[src/hdl/bcp_pkg.sv]
// ----------------------------------------------------------------------------
// bcp_pkg: shared constants and types for the balance robot controller
// Widths, loop constants, register indexes and sequencer states.
// ----------------------------------------------------------------------------
`default_nettype none

package bcp_pkg;

  typedef logic signed [63:0] word_t;

  localparam int AVERAGE_SAMPLES = 100;
  localparam int MUL_W     = 16;
  localparam int MUL_STEPS = MUL_W;
  localparam int DIV_STEPS = 50;
  localparam int DEN_W     = 24;

  localparam word_t DRIVE_LIMIT = 64'sd6900;
  localparam word_t INTEG_LIMIT = 64'sd655360000;
  localparam word_t INT32_HI    = 64'sd2147483647;
  localparam word_t INT32_LO    = -64'sd2147483648;
  localparam word_t ROUND_Q16   = 64'sd32768;

  localparam logic signed [15:0] TILT_LIMIT  = 16'sd4000;
  localparam logic        [11:0] LOW_VOLTAGE = 12'd1110;
  localparam logic [MUL_W-1:0]   KEEP_Q16    = 16'd56361;
  localparam logic [MUL_W-1:0]   TAKE_Q16    = 16'd9175;
  localparam logic [DEN_W-1:0]   BAL_SCALE   = 24'd10000;
  localparam logic [DEN_W-1:0]   VEL_SCALE   = 24'd6553600;

  typedef enum logic [2:0] {
    REG_TILT_KP    = 3'd0,
    REG_TILT_KD    = 3'd1,
    REG_SPEED_KP   = 3'd2,
    REG_SPEED_KI   = 3'd3,
    REG_STEER_KP   = 3'd4,
    REG_STEER_KD   = 3'd5,
    REG_LEVEL      = 3'd6,
    REG_MOVE_SPEED = 3'd7
  } reg_index_t;

  typedef enum logic [3:0] {
    ST_IDLE,
    ST_VOLT,
    ST_BAL_P,
    ST_BAL_D,
    ST_BAL_Q,
    ST_FLT_K,
    ST_FLT_E,
    ST_MOVE,
    ST_INTEG,
    ST_VEL_P,
    ST_VEL_I,
    ST_VEL_Q,
    ST_TRN_Y,
    ST_TRN_D,
    ST_TRN_Q,
    ST_OUT
  } state_t;

endpackage

`default_nettype wire

[src/hdl/balance_robot_cascaded_pid.sv]
// ----------------------------------------------------------------------------
// balance_robot_cascaded_pid: two-wheel balance, speed and turn controller
// Sequencer over a shared bit-serial multiplier and divider.
//
//   channel   direction  content
//   s_axis    in         one tick: sensors, battery sample, remote commands
//   m_axis    out        wheel drives and motor shutdown flag, control ticks only
//   cfg       in         gain and offset register writes
//
// Sampling ticks run a divide only when the battery average is latched.
// Control ticks run eight 16-step multiplies and four 50-step divides on the
// serial units, one bit per cycle each.
// Reset is synchronous; it clears all control state, no clearing pass.
// A new tick is taken once the sequencer is idle; a stalled result holds in the
// output register and the last control step waits for it to drain.
// ----------------------------------------------------------------------------
`default_nettype none

module balance_robot_cascaded_pid (
  input  wire logic         clk,
  input  wire logic         rst,
  input  wire logic         s_axis_tvalid,
  output logic              s_axis_tready,
  // tilt_angle, tilt_rate, yaw_rate, left_count, right_count, battery_sample,
  // go_forward, go_backward, go_left, go_right, stop_request, speed_divisor
  input  wire logic [111:0] s_axis_tdata,
  output logic              m_axis_tvalid,
  input  wire logic         m_axis_tready,
  // left_drive, right_drive, motors_off
  output logic [31:0]       m_axis_tdata,
  input  wire logic         cfg_valid,
  output logic              cfg_ready,
  input  wire logic [2:0]   cfg_index,
  input  wire logic [15:0]  cfg_data
);

  typedef bcp_pkg::word_t word_t;

  // configuration
  logic [15:0]        tilt_kp, tilt_kd, speed_kp, speed_ki, steer_kp, steer_kd;
  logic signed [12:0] level_angle;
  logic [9:0]         move_speed;

  // latched tick
  logic signed [15:0] tilt_angle, tilt_rate, yaw_rate, left_count, right_count;
  logic               go_forward, go_backward, go_left, go_right, stop_request;
  logic [7:0]         speed_divisor;

  // state
  bcp_pkg::state_t    state, state_next;
  logic               launched;
  logic               control_phase;
  logic [18:0]        volt_sum;
  logic [6:0]         volt_count;
  logic [11:0]        volt_average;
  logic signed [31:0] filtered_speed_error, speed_integral;

  // working registers
  word_t              acc;
  logic signed [31:0] bal, vel, trn, move, integ;

  logic                       mul_start, mul_done, div_start, div_done;
  word_t                      mul_a, prod, div_num, quot;
  logic [bcp_pkg::MUL_W-1:0]  mul_b;
  logic [bcp_pkg::DEN_W-1:0]  div_den;

  logic        in_fire, out_free, off;
  logic [6:0]  count_inc;
  logic [7:0]  divx;
  word_t       diff, rate100, err_w, k54, steer_term, flt_sum, flt_q, integ_sum;
  word_t       l_sum, r_sum, l_clamp, r_clamp;
  logic [bcp_pkg::DEN_W-1:0] den_trn, den_div;
  logic [15:0] kd_sel;

  assign cfg_ready     = 1'b1;
  assign s_axis_tready = state == bcp_pkg::ST_IDLE;
  assign in_fire       = s_axis_tvalid && s_axis_tready;
  assign out_free      = !m_axis_tvalid || m_axis_tready;
  assign count_inc     = volt_count + 7'd1;

  assign divx    = (speed_divisor == 8'd0) ? 8'd1 : speed_divisor;
  assign den_div = {16'd0, divx};
  assign den_trn = (den_div << 6) + (den_div << 5) + (den_div << 2);
  assign kd_sel  = (go_forward || go_backward) ? steer_kd : 16'd0;

  assign diff    = word_t'(tilt_angle) - word_t'(level_angle);
  assign rate100 = (word_t'(tilt_rate) <<< 6) + (word_t'(tilt_rate) <<< 5)
                 + (word_t'(tilt_rate) <<< 2);
  assign err_w   = -(word_t'(left_count) + word_t'(right_count));
  assign k54     = (word_t'({48'd0, steer_kp}) <<< 5) + (word_t'({48'd0, steer_kp}) <<< 4)
                 + (word_t'({48'd0, steer_kp}) <<< 2) + (word_t'({48'd0, steer_kp}) <<< 1);
  assign steer_term = go_left ? -k54 : (go_right ? k54 : '0);

  assign flt_sum = acc + (prod <<< 16) + bcp_pkg::ROUND_Q16;
  assign flt_q   = flt_sum >>> 16;
  assign integ_sum = word_t'(speed_integral) + word_t'(filtered_speed_error)
                   + word_t'(move);

  assign off = (tilt_angle > bcp_pkg::TILT_LIMIT) || (tilt_angle < -bcp_pkg::TILT_LIMIT)
            || stop_request || (volt_average < bcp_pkg::LOW_VOLTAGE);

  assign l_sum = word_t'(bal) + word_t'(vel) + word_t'(trn);
  assign r_sum = word_t'(bal) + word_t'(vel) - word_t'(trn);
  assign l_clamp = (l_sum > bcp_pkg::DRIVE_LIMIT) ? bcp_pkg::DRIVE_LIMIT :
                   (l_sum < -bcp_pkg::DRIVE_LIMIT) ? -bcp_pkg::DRIVE_LIMIT : l_sum;
  assign r_clamp = (r_sum > bcp_pkg::DRIVE_LIMIT) ? bcp_pkg::DRIVE_LIMIT :
                   (r_sum < -bcp_pkg::DRIVE_LIMIT) ? -bcp_pkg::DRIVE_LIMIT : r_sum;

  bcp_mul u_mul (
    .clk   (clk),
    .rst   (rst),
    .start (mul_start),
    .a     (mul_a),
    .b     (mul_b),
    .done  (mul_done),
    .prod  (prod)
  );

  bcp_div u_div (
    .clk   (clk),
    .rst   (rst),
    .start (div_start),
    .num   (div_num),
    .den   (div_den),
    .done  (div_done),
    .quot  (quot)
  );

  // operand selection
  always_comb begin
    mul_a   = '0;
    mul_b   = '0;
    div_num = '0;
    div_den = bcp_pkg::BAL_SCALE;
    unique case (state)
      bcp_pkg::ST_BAL_P: begin mul_a = diff;    mul_b = tilt_kp; end
      bcp_pkg::ST_BAL_D: begin mul_a = rate100; mul_b = tilt_kd; end
      bcp_pkg::ST_FLT_K: begin
        mul_a = word_t'(filtered_speed_error);
        mul_b = bcp_pkg::KEEP_Q16;
      end
      bcp_pkg::ST_FLT_E: begin mul_a = err_w; mul_b = bcp_pkg::TAKE_Q16; end
      bcp_pkg::ST_VEL_P: begin mul_a = word_t'(filtered_speed_error); mul_b = speed_kp; end
      bcp_pkg::ST_VEL_I: begin mul_a = word_t'(integ); mul_b = speed_ki; end
      bcp_pkg::ST_TRN_Y: begin mul_a = word_t'(yaw_rate); mul_b = kd_sel; end
      bcp_pkg::ST_TRN_D: begin mul_a = acc; mul_b = {8'd0, divx}; end
      bcp_pkg::ST_VOLT: begin
        div_num = word_t'({45'd0, volt_sum});
        div_den = bcp_pkg::DEN_W'(bcp_pkg::AVERAGE_SAMPLES);
      end
      bcp_pkg::ST_BAL_Q: begin div_num = acc; div_den = bcp_pkg::BAL_SCALE; end
      bcp_pkg::ST_MOVE: begin
        div_num = word_t'({38'd0, move_speed, 16'd0});
        div_den = den_div;
      end
      bcp_pkg::ST_VEL_Q: begin div_num = -acc; div_den = bcp_pkg::VEL_SCALE; end
      bcp_pkg::ST_TRN_Q: begin div_num = acc; div_den = den_trn; end
      default: ;
    endcase
  end

  // sequencer
  always_ff @(posedge clk) begin
    if (rst) begin
      state <= bcp_pkg::ST_IDLE;
    end else begin
      state <= state_next;
    end
  end

  always_comb begin
    state_next = state;
    mul_start  = 1'b0;
    div_start  = 1'b0;
    unique case (state)
      bcp_pkg::ST_IDLE: begin
        if (in_fire) begin
          if (control_phase) begin
            state_next = bcp_pkg::ST_BAL_P;
          end else if (count_inc == 7'(bcp_pkg::AVERAGE_SAMPLES)) begin
            state_next = bcp_pkg::ST_VOLT;
          end
        end
      end
      bcp_pkg::ST_VOLT: begin
        div_start = !launched;
        if (div_done) state_next = bcp_pkg::ST_IDLE;
      end
      bcp_pkg::ST_BAL_P: begin
        mul_start = !launched;
        if (mul_done) state_next = bcp_pkg::ST_BAL_D;
      end
      bcp_pkg::ST_BAL_D: begin
        mul_start = !launched;
        if (mul_done) state_next = bcp_pkg::ST_BAL_Q;
      end
      bcp_pkg::ST_BAL_Q: begin
        div_start = !launched;
        if (div_done) state_next = bcp_pkg::ST_FLT_K;
      end
      bcp_pkg::ST_FLT_K: begin
        mul_start = !launched;
        if (mul_done) state_next = bcp_pkg::ST_FLT_E;
      end
      bcp_pkg::ST_FLT_E: begin
        mul_start = !launched;
        if (mul_done) state_next = bcp_pkg::ST_MOVE;
      end
      bcp_pkg::ST_MOVE: begin
        div_start = !launched;
        if (div_done) state_next = bcp_pkg::ST_INTEG;
      end
      bcp_pkg::ST_INTEG: state_next = bcp_pkg::ST_VEL_P;
      bcp_pkg::ST_VEL_P: begin
        mul_start = !launched;
        if (mul_done) state_next = bcp_pkg::ST_VEL_I;
      end
      bcp_pkg::ST_VEL_I: begin
        mul_start = !launched;
        if (mul_done) state_next = bcp_pkg::ST_VEL_Q;
      end
      bcp_pkg::ST_VEL_Q: begin
        div_start = !launched;
        if (div_done) state_next = bcp_pkg::ST_TRN_Y;
      end
      bcp_pkg::ST_TRN_Y: begin
        mul_start = !launched;
        if (mul_done) state_next = bcp_pkg::ST_TRN_D;
      end
      bcp_pkg::ST_TRN_D: begin
        mul_start = !launched;
        if (mul_done) state_next = bcp_pkg::ST_TRN_Q;
      end
      bcp_pkg::ST_TRN_Q: begin
        div_start = !launched;
        if (div_done) state_next = bcp_pkg::ST_OUT;
      end
      bcp_pkg::ST_OUT: begin
        if (out_free) state_next = bcp_pkg::ST_IDLE;
      end
      default: state_next = bcp_pkg::ST_IDLE;
    endcase
  end

  // control state
  always_ff @(posedge clk) begin
    if (rst) begin
      launched             <= 1'b0;
      control_phase        <= 1'b0;
      volt_sum             <= '0;
      volt_count           <= '0;
      volt_average         <= '0;
      filtered_speed_error <= '0;
      speed_integral       <= '0;
      tilt_kp              <= '0;
      tilt_kd              <= '0;
      speed_kp             <= '0;
      speed_ki             <= '0;
      steer_kp             <= '0;
      steer_kd             <= '0;
      level_angle          <= '0;
      move_speed           <= 10'd35;
      m_axis_tvalid        <= 1'b0;
    end else begin
      if (mul_start || div_start) begin
        launched <= 1'b1;
      end else if (mul_done || div_done) begin
        launched <= 1'b0;
      end

      if (cfg_valid && cfg_ready) begin
        unique case (bcp_pkg::reg_index_t'(cfg_index))
          bcp_pkg::REG_TILT_KP:    tilt_kp     <= cfg_data;
          bcp_pkg::REG_TILT_KD:    tilt_kd     <= cfg_data;
          bcp_pkg::REG_SPEED_KP:   speed_kp    <= cfg_data;
          bcp_pkg::REG_SPEED_KI:   speed_ki    <= cfg_data;
          bcp_pkg::REG_STEER_KP:   steer_kp    <= cfg_data;
          bcp_pkg::REG_STEER_KD:   steer_kd    <= cfg_data;
          bcp_pkg::REG_LEVEL:      level_angle <= cfg_data[12:0];
          bcp_pkg::REG_MOVE_SPEED: move_speed  <= cfg_data[9:0];
          default: ;
        endcase
      end

      if (in_fire) begin
        control_phase <= !control_phase;
        if (!control_phase) begin
          volt_sum   <= volt_sum + {7'd0, s_axis_tdata[91:80]};
          volt_count <= count_inc;
        end
      end

      // latch the average, restart the sum
      if (state == bcp_pkg::ST_VOLT && div_done) begin
        volt_average <= quot[11:0];
        volt_sum     <= '0;
        volt_count   <= '0;
      end

      if (state == bcp_pkg::ST_FLT_E && mul_done) begin
        if (flt_q > bcp_pkg::INT32_HI) begin
          filtered_speed_error <= 32'sh7FFFFFFF;
        end else if (flt_q < bcp_pkg::INT32_LO) begin
          filtered_speed_error <= 32'sh80000000;
        end else begin
          filtered_speed_error <= flt_q[31:0];
        end
      end

      // shutdown drops the integral, the clamped value still feeds this tick
      if (state == bcp_pkg::ST_INTEG) begin
        if (off) begin
          speed_integral <= '0;
        end else if (integ_sum > bcp_pkg::INTEG_LIMIT) begin
          speed_integral <= bcp_pkg::INTEG_LIMIT[31:0];
        end else if (integ_sum < -bcp_pkg::INTEG_LIMIT) begin
          speed_integral <= 32'(-bcp_pkg::INTEG_LIMIT);
        end else begin
          speed_integral <= integ_sum[31:0];
        end
      end

      if (state == bcp_pkg::ST_OUT && out_free) begin
        m_axis_tvalid <= 1'b1;
      end else if (m_axis_tready) begin
        m_axis_tvalid <= 1'b0;
      end
    end
  end

  // payload and working registers
  always_ff @(posedge clk) begin
    if (in_fire) begin
      tilt_angle    <= s_axis_tdata[15:0];
      tilt_rate     <= s_axis_tdata[31:16];
      yaw_rate      <= s_axis_tdata[47:32];
      left_count    <= s_axis_tdata[63:48];
      right_count   <= s_axis_tdata[79:64];
      go_forward    <= s_axis_tdata[92];
      go_backward   <= s_axis_tdata[93];
      go_left       <= s_axis_tdata[94];
      go_right      <= s_axis_tdata[95];
      stop_request  <= s_axis_tdata[96];
      speed_divisor <= s_axis_tdata[104:97];
    end

    if (mul_done) begin
      unique case (state)
        bcp_pkg::ST_BAL_P, bcp_pkg::ST_FLT_K, bcp_pkg::ST_VEL_P,
        bcp_pkg::ST_TRN_Y: acc <= prod;
        bcp_pkg::ST_BAL_D, bcp_pkg::ST_VEL_I: acc <= acc + prod;
        bcp_pkg::ST_TRN_D: acc <= prod + steer_term;
        default: ;
      endcase
    end

    if (div_done) begin
      unique case (state)
        bcp_pkg::ST_BAL_Q: bal <= quot[31:0];
        bcp_pkg::ST_MOVE:  move <= go_forward ? quot[31:0] :
                                   (go_backward ? -quot[31:0] : 32'sd0);
        bcp_pkg::ST_VEL_Q: vel <= quot[31:0];
        bcp_pkg::ST_TRN_Q: trn <= quot[31:0];
        default: ;
      endcase
    end

    if (state == bcp_pkg::ST_INTEG) begin
      if (integ_sum > bcp_pkg::INTEG_LIMIT) begin
        integ <= bcp_pkg::INTEG_LIMIT[31:0];
      end else if (integ_sum < -bcp_pkg::INTEG_LIMIT) begin
        integ <= 32'(-bcp_pkg::INTEG_LIMIT);
      end else begin
        integ <= integ_sum[31:0];
      end
    end

    if (state == bcp_pkg::ST_OUT && out_free) begin
      m_axis_tdata <= {3'd0, off, r_clamp[13:0], l_clamp[13:0]};
    end
  end

  assert property (@(posedge clk) disable iff (rst) !(mul_start && div_start))
    else $error("both serial units launched together");
  assert property (@(posedge clk) disable iff (rst)
    (in_fire && control_phase) |=> state == bcp_pkg::ST_BAL_P)
    else $error("control tick did not start the balance term");
  assert property (@(posedge clk) disable iff (rst)
    (word_t'(speed_integral) <= bcp_pkg::INTEG_LIMIT)
    && (word_t'(speed_integral) >= -bcp_pkg::INTEG_LIMIT))
    else $error("speed integral beyond its limit");
  assert property (@(posedge clk) disable iff (rst)
    m_axis_tvalid |-> ($signed(m_axis_tdata[13:0]) <= 14'sd6900)
                   && ($signed(m_axis_tdata[13:0]) >= -14'sd6900))
    else $error("left drive beyond saturation");

endmodule

`default_nettype wire

[src/hdl/bcp_mul.sv]
// ----------------------------------------------------------------------------
// bcp_mul: bit-serial shift-add multiplier
// Signed word times unsigned 16-bit operand, one multiplier bit per cycle.
// ----------------------------------------------------------------------------
`default_nettype none

module bcp_mul (
  input  wire logic                       clk,
  input  wire logic                       rst,
  input  wire logic                       start,
  input  wire bcp_pkg::word_t             a,
  input  wire logic [bcp_pkg::MUL_W-1:0]  b,
  output logic                            done,
  output bcp_pkg::word_t                  prod
);

  localparam int CNT_W = $clog2(bcp_pkg::MUL_STEPS + 1);

  bcp_pkg::word_t            ma;
  logic [bcp_pkg::MUL_W-1:0] mb;
  logic [CNT_W-1:0]          cnt;

  always_ff @(posedge clk) begin
    if (rst) begin
      cnt  <= '0;
      done <= 1'b0;
    end else begin
      done <= 1'b0;
      if (start) begin
        cnt <= CNT_W'(bcp_pkg::MUL_STEPS);
      end else if (cnt != '0) begin
        cnt <= cnt - 1'b1;
        if (cnt == CNT_W'(1)) begin
          done <= 1'b1;
        end
      end
    end
  end

  // shift the multiplier out one bit at a time, add the shifted multiplicand
  always_ff @(posedge clk) begin
    if (start) begin
      ma   <= a;
      mb   <= b;
      prod <= '0;
    end else if (cnt != '0) begin
      if (mb[0]) begin
        prod <= prod + ma;
      end
      ma <= ma <<< 1;
      mb <= mb >> 1;
    end
  end

  assert property (@(posedge clk) disable iff (rst) start |=> !done);
  assert property (@(posedge clk) disable iff (rst) done |-> cnt == '0);
  assert property (@(posedge clk) disable iff (rst) (cnt == CNT_W'(1)) |=> done);

endmodule

`default_nettype wire

[src/hdl/bcp_div.sv]
// ----------------------------------------------------------------------------
// bcp_div: bit-serial restoring divider
// Signed dividend over positive divisor, quotient truncated toward zero,
// one quotient bit per cycle.
// ----------------------------------------------------------------------------
`default_nettype none

module bcp_div (
  input  wire logic                       clk,
  input  wire logic                       rst,
  input  wire logic                       start,
  input  wire bcp_pkg::word_t             num,
  input  wire logic [bcp_pkg::DEN_W-1:0]  den,
  output logic                            done,
  output bcp_pkg::word_t                  quot
);

  localparam int N     = bcp_pkg::DIV_STEPS;
  localparam int DW    = bcp_pkg::DEN_W;
  localparam int CNT_W = $clog2(N + 1);

  logic [N-1:0]     mag;
  logic [DW-1:0]    rem;
  logic [DW-1:0]    dsr;
  logic             neg;
  logic [CNT_W-1:0] cnt;
  logic [DW:0]      trial;
  logic             fits;
  bcp_pkg::word_t   abs_num;

  assign abs_num = num[63] ? -num : num;
  assign trial   = {rem, mag[N-1]};
  assign fits    = trial >= {1'b0, dsr};
  assign quot    = neg ? -bcp_pkg::word_t'({{(64-N){1'b0}}, mag})
                       : bcp_pkg::word_t'({{(64-N){1'b0}}, mag});

  always_ff @(posedge clk) begin
    if (rst) begin
      cnt  <= '0;
      done <= 1'b0;
    end else begin
      done <= 1'b0;
      if (start) begin
        cnt <= CNT_W'(N);
      end else if (cnt != '0) begin
        cnt <= cnt - 1'b1;
        if (cnt == CNT_W'(1)) begin
          done <= 1'b1;
        end
      end
    end
  end

  // quotient bits shift in where dividend bits leave
  always_ff @(posedge clk) begin
    if (start) begin
      mag <= abs_num[N-1:0];
      rem <= '0;
      dsr <= den;
      neg <= num[63];
    end else if (cnt != '0) begin
      rem <= fits ? DW'(trial - {1'b0, dsr}) : trial[DW-1:0];
      mag <= {mag[N-2:0], fits};
    end
  end

  assert property (@(posedge clk) disable iff (rst) done |-> cnt == '0);
  assert property (@(posedge clk) disable iff (rst) (cnt != '0) |-> rem < dsr);
  assert property (@(posedge clk) disable iff (rst) (cnt == CNT_W'(1)) |=> done);

endmodule

`default_nettype wire

[config.mk]
export PLATFORM = sky130hd
export DESIGN_NAME = balance_robot_cascaded_pid
export DESIGN_NICKNAME = d
export VERILOG_FILES = /design/src/hdl/bcp_pkg.sv /design/src/hdl/balance_robot_cascaded_pid.sv /design/src/hdl/bcp_mul.sv /design/src/hdl/bcp_div.sv
export SDC_FILE = /design/constraint.sdc
export NUM_CORES = 2
export LEC_CHECK = 0
export BUFFER_PORTS_ARGS = -buffer_cell sky130_fd_sc_hd__buf_4
export CAP_MARGIN = 20
export CELL_PAD_IN_SITES_DETAIL_PLACEMENT = 0
export CELL_PAD_IN_SITES_GLOBAL_PLACEMENT = 1
export CORE_ASPECT_RATIO = 1.25
export CORE_UTILIZATION = 49
export CTS_CLUSTER_SIZE = 40
export DETAILED_ROUTE_END_ITERATION = 8
export PLACE_DENSITY_LB_ADDON = 0.1
export SKIP_CTS_REPAIR_TIMING = 1
export SLEW_MARGIN = 25
export SYNTH_ARGS = -nofsm -noshare
export SYNTH_HDL_FRONTEND = slang
export SYNTH_SLANG_ARGS = --single-unit
[constraint.sdc]
create_clock -name clk -period 10.8 [get_ports clk]
set_input_delay 1.62 -clock clk [delete_from_list [all_inputs] [get_ports clk]]
set_output_delay 1.62 -clock clk [all_outputs]
set_load 0.005 [all_outputs]
==> run metrics <==
via count normalized by instance count=between 6 and 7; type of destination of the critical path=flip-flop; portion of the post-synthesis area used by sequential elements=34.2%; top area cells in the synthesized netlist=sky130_fd_sc_hd__edfxtp_1 (24%), sky130_fd_sc_hd__dfxtp_1 (11%), sky130_fd_sc_hd__ha_1 (9.4%), sky130_fd_sc_hd__a21oi_1 (5.5%), sky130_fd_sc_hd__nand2_1 (5.4%); highest achievable clock rate=around 100 MHz; Die Footprint=about 130000 sq um; largest voltage drop on the vdd net=approximately 0.0002 V; yosys warns=0; DRC viols=0; arrival time reported for the critical path endpoint=about 10 ns; most instantiated flip-flop cell in the synthesis netlist=sky130_fd_sc_hd__edfxtp_1; number of DRC markers in iteration 0=between 4000 and 5000; Placer Congestion=slightly above 1; largest net degree at the start of global routing=between 100 and 150; maximum clock insertion buffer count=3; number of port buffers=roughly 160; count of vias placed by the detailed router=around 56000; number of rows in the core area=146; startpoint kind of the worst setup timing path=flip-flop; area fraction of the dominant cell type after synthesis=a little under a quarter; synth-to-layout area growth=9.75%; 1st-pass router iterations=9; footprint of the multi-input gates=38600 sq um; Worst Clk Skew=between 0.05 and 0.06 ns; status=finished clean; number of instances in the synthesized netlist=~7300; synthesized cell area=between 60000 and 70000 sq um; cell count after placement=approximately 9000; critical path peak fanout=8; IO Pins=around 170; number of antenna violations at the first check in global routing=12; setup TNS after final layout=0 ns; most common cell in the netlist=sky130_fd_sc_hd__nand2_1; area of the core region=approximately 130000 sq um; Layout Utilization=54.2%; Die X-Extent=between 300 and 400 um; Global Route Usage Sum=about 33%; Num CTS Buffers=90; shortest clock period the worst path allows after layout=around 9.7 ns; total cell area at the placement stage=approximately 65000 sq um; final worst hold slack=~0.45 ns; slowest CP cell=sky130_fd_sc_hd__or4_1; Power Density=around 240 nW/um^2; total grt overflow=0; mean instance size in the synthesized netlist=8.53 sq um; async set or reset register ratio after synthesis=0%; stage delay of the slowest cell on the critical path=between 0.5 and 0.6 ns; data required time at the worst endpoint=around 11 ns; clock network latency to the later pin of the worst-skew pair=0.74 ns; antenna-violating nets left=0; number of filler cells placed in the layout=12000; Max Slew Vio Count=0; clock input transition at the sequential cells of the worst setup and hold paths=roughly 0.07 ns; Post-Route WL=between 200000 and 250000 um; clock sink count=between 800 and 900; post-route cell area=68600 sq um; number of nets in the finished design=about 8000; sum of internal, switching and leakage power=~17 mW; final worst-path cycle share=between 80 and 90%; final HPWL from detailed placement=169000 um; actual transition at the worst max-transition pin=about 1.1 ns; wire length of the first global-routing pass=~330000 um; R2R Setup Slk=1.13 ns; unrepaired setup endpoints after global routing=no; number of synthesized flops with an enable pin=roughly 490; final number of setup-violating endpoints=0; leak pwr=26.9 nW; mean routed wirelength per cell=between 20 and 25 um; total area of sequential cells=roughly 21000 sq um; number of non-filler instances in the completed layout=9077; cell accounting for the most synthesized area=sky130_fd_sc_hd__edfxtp_1; vias in the first global route=about 54000; Worst Hold Class=reg2reg; Initial Utilization=around half; number of synthesized register bits=around 800; library cell used as clock root buffer=sky130_fd_sc_hd__clkbuf_16; number of H-tree levels=3; floorplan die height=401 um; final count of hold timing violations=0; Post-Place Setup Slack=1.26 ns; category of the most critical setup path=reg2reg; number of maximum-capacitance violations=0; synth unique cells=100; share of post-route cells with drive strength above 1=under 10%; CTS tree=built; leading post-synthesis cells by instance count=sky130_fd_sc_hd__nand2_1 (899), sky130_fd_sc_hd__a21oi_1 (687), sky130_fd_sc_hd__nor2_1 (611); Final Worst Setup Slack=between 1 and 1.5 ns; worst relative slew slack=a little under a quarter
[worst paths after layout]
kind,start,end,depth (start not counted)
worst max-delay path,steer_kp[0],acc[61],33
worst min-delay path,steer_kp[8],steer_kp[8],2
worst max register to register,steer_kp[0],acc[61],33
worst min register to register,steer_kp[8],steer_kp[8],2
[critical path, delay by kind of cell (launching register included)]
kind,cells,cell delay [ns]
AO/OA/AOI/OAI,11,2.79
flip-flops,1,0.50
AND/OR/NAND/NOR,10,3.00
XOR/XNOR,2,0.35
adder cells (fa/ha/maj),5,2.10
buffers and inverters,5,0.66
[layout make-up]
cell class	instances	share of cell area, %
multi-input combinational	5790	56.2
sequential	821	31.2
clock buffer	111	3.56
tap	1702	3.11
timing repair buffer	263	2.94
inverter	325	1.79
clock inverter	59	1.20
antenna	6	0.0219
[where the power goes]
group	internal, mW	leakage (nW)	switching, mW
clock network	1.99	1.57	1.45
logic	3.15	17.9	5.11
registers	4.30	7.35	0.735
[sequential cells by signal, summed over array words and instances, names as in the netlist, 19 cells and up]
| register | count |
|---|---|
| acc | 64 |
| bal | 32 |
| filtered_speed_error | 32 |
| integ | 32 |
| m_axis_tdata | 29 |
| move | 32 |
| speed_integral | 32 |
| trn | 32 |
| u_div.mag | 50 |
| u_div.rem | 24 |
| u_mul.ma | 64 |
| u_mul.prod | 64 |
| vel | 32 |
| volt_sum | 19 |
[kinds of logic after synthesis]
family	synth area share (%)
buffers and inverters	4.39
flip-flops	34.2
AO/OA/AOI/OAI	24.2
XOR/XNOR	6.25
other	0.0120
AND/OR/NAND/NOR	18.2
adder cells (fa/ha/maj)	12.2
multiplexers	0.551
[per-layer routing]
metal  GRT usage [%]  up-vias  part of all wire (%)
li1                -    26900                     -
met1            38.5    27000                    39
met3            5.37      526                   6.1
met5               0        -                 0.042
met2            57.2     1880                    49
met4            19.5       14                   6.2
[cell usage in the layout (no fill, tap or decap), types with 77 or more instances in the layout]
master,Yosys,layout
sky130_fd_sc_hd__a21o_1,181,181
sky130_fd_sc_hd__a21oi_1,687,686
sky130_fd_sc_hd__buf_4,4,259
sky130_fd_sc_hd__clkbuf_16,0,91
sky130_fd_sc_hd__dfxtp_1,328,328
sky130_fd_sc_hd__edfxtp_1,493,493
sky130_fd_sc_hd__fa_1,87,87
sky130_fd_sc_hd__ha_1,471,471
sky130_fd_sc_hd__inv_1,317,315
sky130_fd_sc_hd__nand2_1,899,898
sky130_fd_sc_hd__nand3_1,142,140
sky130_fd_sc_hd__nand4_1,84,84
sky130_fd_sc_hd__nor2_1,611,602
sky130_fd_sc_hd__nor3_1,171,163
sky130_fd_sc_hd__o21a_1,113,112
sky130_fd_sc_hd__o21ai_0,458,458
sky130_fd_sc_hd__o21bai_1,78,77
sky130_fd_sc_hd__or3_1,79,78
sky130_fd_sc_hd__xnor2_1,286,286
sky130_fd_sc_hd__xor2_1,160,160
(Power assumes the default switching activity.)
